[config.mk]
export PLATFORM = sky130hd
export DESIGN_NAME = ibqm_sqrt
export DESIGN_NICKNAME = d
export VERILOG_FILES = /design/src/hdl/ibqm_pkg.sv /design/src/hdl/ibqm_sqrt.sv
export SDC_FILE = /design/constraint.sdc
export NUM_CORES = 2
export LEC_CHECK = 0
export BUFFER_PORTS_ARGS = -buffer_cell sky130_fd_sc_hd__buf_2
export CAP_MARGIN = 10
export CORE_UTILIZATION = 45
export DETAILED_ROUTE_END_ITERATION = 16
export PLACE_DENSITY = 0.68
export SLEW_MARGIN = 0
export SYNTH_ARGS = -nofsm -noshare
export SYNTH_HDL_FRONTEND = slang
export SYNTH_MEMORY_MAX_BITS = 65536
export SYNTH_SLANG_ARGS = --single-unit
[constraint.sdc]
create_clock -name clk -period 4.9 [get_ports clk]
set_input_delay 0.98 -clock clk [delete_from_list [all_inputs] [get_ports clk]]
set_output_delay 0.98 -clock clk [all_outputs]
set_load 0.01 [all_outputs]
[src/hdl/ibqm_pkg.sv]
package ibqm_pkg;

  localparam int COORD_BITS_DEF = 16;
  localparam int FRAC_BITS_DEF  = 14;

  localparam int NREGS     = 8;
  localparam int CFG_IDX_W = 4;
  localparam int REG_IDX_W = 3;
  localparam int PRE_SHIFT = 3;

  localparam logic [REG_IDX_W-1:0] REG_SRC_ORIGIN     = 3'd0;
  localparam logic [REG_IDX_W-1:0] REG_SRC_EDGE       = 3'd1;
  localparam logic [REG_IDX_W-1:0] REG_SRC_SIDE_START = 3'd2;
  localparam logic [REG_IDX_W-1:0] REG_SRC_SIDE_DELTA = 3'd3;
  localparam logic [REG_IDX_W-1:0] REG_DST_ORIGIN     = 3'd4;
  localparam logic [REG_IDX_W-1:0] REG_DST_EDGE       = 3'd5;
  localparam logic [REG_IDX_W-1:0] REG_DST_SIDE_START = 3'd6;
  localparam logic [REG_IDX_W-1:0] REG_DST_SIDE_DELTA = 3'd7;

  // Clock edges from the accepting edge to the edge that takes the result.
  function automatic int pipe_latency(input int frac_bits);
    return 2 * frac_bits + 56;
  endfunction

endpackage

[src/hdl/ibqm_sqrt.sv]
module ibqm_sqrt import ibqm_pkg::*; #(
  parameter int DW   = 64,
  parameter int SB_W = 1
) (
  input  logic              clk,
  input  logic              rst_n,
  input  logic              in_valid,
  input  logic [DW-1:0]     in_radicand,
  input  logic [SB_W-1:0]   in_sb,
  output logic              out_valid,
  output logic [DW/2-1:0]   out_root,
  output logic [SB_W-1:0]   out_sb
);

  localparam int NST = DW / 2;
  localparam int QW  = DW / 2;
  localparam int RW  = QW + 4;

  logic [NST:1]    vld_r;
  logic [RW-1:0]   rem_r  [1:NST];
  logic [QW-1:0]   root_r [1:NST];
  logic [DW-1:0]   rad_r  [1:NST];
  logic [SB_W-1:0] sb_r   [1:NST];

  // One root bit per stage: bring down the next pair of radicand bits.
  for (genvar k = 1; k <= NST; k++) begin : g_stage
    logic [RW-1:0]   src_rem;
    logic [QW-1:0]   src_root;
    logic [DW-1:0]   src_rad;
    logic [SB_W-1:0] src_sb;
    logic            src_vld;
    logic [RW-1:0]   trial;
    logic [RW-1:0]   tsub;
    logic            ge;

    if (k == 1) begin : g_first
      assign src_rem  = '0;
      assign src_root = '0;
      assign src_rad  = in_radicand;
      assign src_sb   = in_sb;
      assign src_vld  = in_valid;
    end else begin : g_next
      assign src_rem  = rem_r[k-1];
      assign src_root = root_r[k-1];
      assign src_rad  = rad_r[k-1];
      assign src_sb   = sb_r[k-1];
      assign src_vld  = vld_r[k-1];
    end

    assign trial = {src_rem[RW-3:0], src_rad[DW-1 -: 2]};
    assign tsub  = RW'({src_root, 2'b01});
    assign ge    = (trial >= tsub);

    always_ff @(posedge clk) begin
      if (!rst_n) begin
        vld_r[k] <= 1'b0;
      end else begin
        vld_r[k] <= src_vld;
      end
    end

    always_ff @(posedge clk) begin
      rem_r[k]  <= ge ? (trial - tsub) : trial;
      root_r[k] <= {src_root[QW-2:0], ge};
      rad_r[k]  <= src_rad << 2;
      sb_r[k]   <= src_sb;
    end
  end

  assign out_valid = vld_r[NST];
  assign out_root  = root_r[NST];
  assign out_sb    = sb_r[NST];

endmodule

==> results by group <==
Route
  • DRT antenna net count: 0
  • Via/cell ratio: 5.12
  • WL final: 196000 µm
  • Drt first pass iters: 6
  • # DRC: 0
  • Starting DRT DRC Count: around 4000
  • Routed WL per cell: 15.8 µm
  • Via count: 63739

Clock tree
  • Post-CTS Setup Bufs: 0
  • Root Buffer: clkbuf_16
  • Clock buffer depth: 4
  • Hold buffers post-CTS: 0
  • Cts repair resizes: 0
  • Clk_lat worst skew: 0.94 ns
  • TritonCTS Sinks: approximately 2600
  • Number of CTS-inserted buffers: 284
  • CTS tree: done
  • Clock-pin slew on the worst setup and hold paths: 0.06 ns
  • # H-tree levels: 5

Synthesis
  • Synth Area per Inst: 10.2 µm²
  • Syn nets: 9856
  • Synth area leader: dfxtp_1
  • Synth top area share: 55.2%
  • Main area contributors after synthesis: dfxtp_1 (55%), ha_1 (7.5%), xor2_1 (4.2%), xnor2_1 (3.6%), a21oi_1 (2.9%)
  • Seq/Total Area, Yosys: 55.2%
  • Synth warnings: 0
  • Post-synth cell types: 86
  • Main synth FF type: dfxtp_1
  • Mapped cell area: 0.0939 mm²
  • Post-synthesis cell count: just over 9000
  • Number of enable flip-flop cells after synthesis: 0
  • Synth Register Bits: 2587
  • Asr flop ratio synth: 0%

Worst setup path
  • Req. time, crit path: 5.64 ns
  • Worst EP arrival: 4.56 ns
  • Crit start category: flop
  • Worst Setup End Kind: flop
  • Crit-path max FO: 12
  • Crit Path Category: reg -> reg

Min path
  • Hold WC Path Type: in -> reg

Global routing
  • Gr busiest metal: met2
  • Congestion Overflow GR: 0
  • Vias in the first global route: 63525
  • Met1 Track Usage GR: 21.2%
  • Global Route Usage Sum: 18.4%
  • Initial antenna violation count: 1
  • Largest net degree at the start of global routing: 53
  • Global-route wire length before repair: 319000 µm
  • Met3 Use GR: 2.93%
  • Routing usage on met2: between 30% and 40%

Place
  • Dpl cell area: 0.0975 mm²
  • Post-DP HPWL: between 100000 and 150000 µm
  • GP Congestion: about 0.9
  • PortBufs: 101
  • Setup WS pre-CTS: 1.09 ns

Status
  • Outcome: finished clean

Layout
  • Share of cells above drive strength 1: 7.43%
  • Post-route cell area: between 0.1 and 0.15 mm²
  • Commonest non-fill, non-tap cell in the layout: dfxtp_1
  • Nets: 10100
  • Fill cells: 18444
  • FF+latch area: roughly 0.052 mm²
  • Multi-input combinational cell area: 0.0388 mm²
  • Synth-to-Final Area Change: 13.9%
  • Most frequent cells in the layout: dfxtp_1 (2587), inv_1 (707), nand2_1 (678), ha_1 (562), a21oi_1 (541)

Floorplan
  • Floorplan row count: 167
  • Initial core utilization: a little under half
  • Die ar.: 0.210 mm²
  • Die H: around 460 µm
  • I/O pin cnt: 102
  • CORE AREA: about 0.21 mm²
  • Die X-Extent: 459 µm

Timing
  • Post-route minimum period: 3.82 ns
  • Final setup TNS: 0 ns
  • Final period utilization: 78.0%
  • RSZ-0062 raised after global routing: no
  • Final Setup Violations: 0
  • Fin. Hold Viols: 0
  • Normalized max-slew margin: 18.4%
  • Worst slew pin tran: roughly 1.2 ns
  • Slew Viols, Final: 0
  • Tightest hold margin: 0.139 ns
  • Fmax: 262 MHz
  • Clk_skew: 0.0771 ns
  • Setup ws final: approximately 1.1 ns

Power and ir drop
  • Peak supply drop: around 0.4 mV
  • Switching power total: 15400 µW
  • Leakage power: 0.0500 µW
  • Int Pwr: about 41000 µW
  • Switching share of power: 27.2%
  • Clock power share: 37.3%
  • PD cells: 529 mW/mm²
  • Flop pwr share: between 40% and 50%
  • Logic gate share of total power: between 10% and 20%

Flow run
  • Maximum capacitance violations: 0
-- final cells by class --
cell class | count | area share, %
antenna | 2 | 0.00468
clock buffer | 385 | 7.57
clock inverter | 96 | 1.20
inverter | 711 | 2.50
multi-input combinational | 5751 | 36.3
sequential | 2587 | 48.4
tap | 2788 | 3.26
timing repair buffer | 135 | 0.711
-- kinds of logic after synthesis --
logic type / Yosys count / synth area share [%]
compound gates: 1888 / 12.5
other cells: 1 / 0.00399
buf+inv: 888 / 3.57
flops: 2587 / 55.2
xor+xnor: 837 / 7.81
simple gates: 2384 / 12.5
mux: 79 / 0.938
fa+ha+maj: 562 / 7.49
-- state kept, by name (all words and copies together), names as in the netlist --
signal	count
g_stage.src_vld	31
out_valid	1
rad_r	992
rem_r	1003
root_r	528
sb_r	32
-- worst max-delay path: stages, from the launching register on --
cell and delay (ns):
dfxtp_1 0.34, nor4_2 0.41, nand4b_1 0.23, or4_1 0.54, or4_4 0.54, or4_4 0.48, o41ai_2 0.49, or2_2 0.35
nor4_1 0.09, xor2_1 0.14
-- final timing paths --
| check | end | slack [ns] | cells past startpoint | start |
|---|---|---|---|---|
| worst max-delay path | rem_r[0][229] | 1.08 | 9 | rem_r[0][190] |
| worst min-delay path | rad_r[0][120] | 0.14 | 1 | in_radicand[58] |
| worst max register to register | rem_r[0][229] | 1.08 | 9 | rem_r[0][190] |
| worst min register to register | rad_r[0][730] | 0.28 | 0 | rad_r[0][666] |
-- synthesized netlist by cell type (97+ instances only) --
master,number
clkbuf_1,160
a21oi_1,542
inv_1,707
nor3_1,246
o21ai_0,496
a21o_1,248
dfxtp_1,2587
nand2b_1,97
nand2_1,678
xor2_1,448
nor4_1,127
nor2_1,538
nand3_1,132
ha_1,562
xnor2_1,389
nand4_1,104
o21a_1,117
-- metrics by stage --
step	instances	total power, µW	util, %
3_3_place_gp	11972	35600	47.1
5_1_grt	12454	59400	51.6
4_1_cts	12453	57200	51.6
2_1_floorplan	9226	33100	-
6_report	12455	56500	51.6
3_5_place_dp	11972	35800	47.1
-- routing by layer --
metal,vias up,wire length (µm)
li1,32057,-
met1,29689,82600
met2,1470,97500
met3,523,7840
met4,0,8340
met5,-,0
-- power by group through the flow --
stage,combinational [µW],clock (µW),sequential (µW)
2_1_floorplan,6610,0,26500
3_3_place_gp,8120,0,27500
3_5_place_dp,8300,0,27500
4_1_cts,8360,21800,27100
5_1_grt,9370,22600,27500
6_report,8350,21100,27100
No activity file was read; power rests on OpenSTA's default activity.
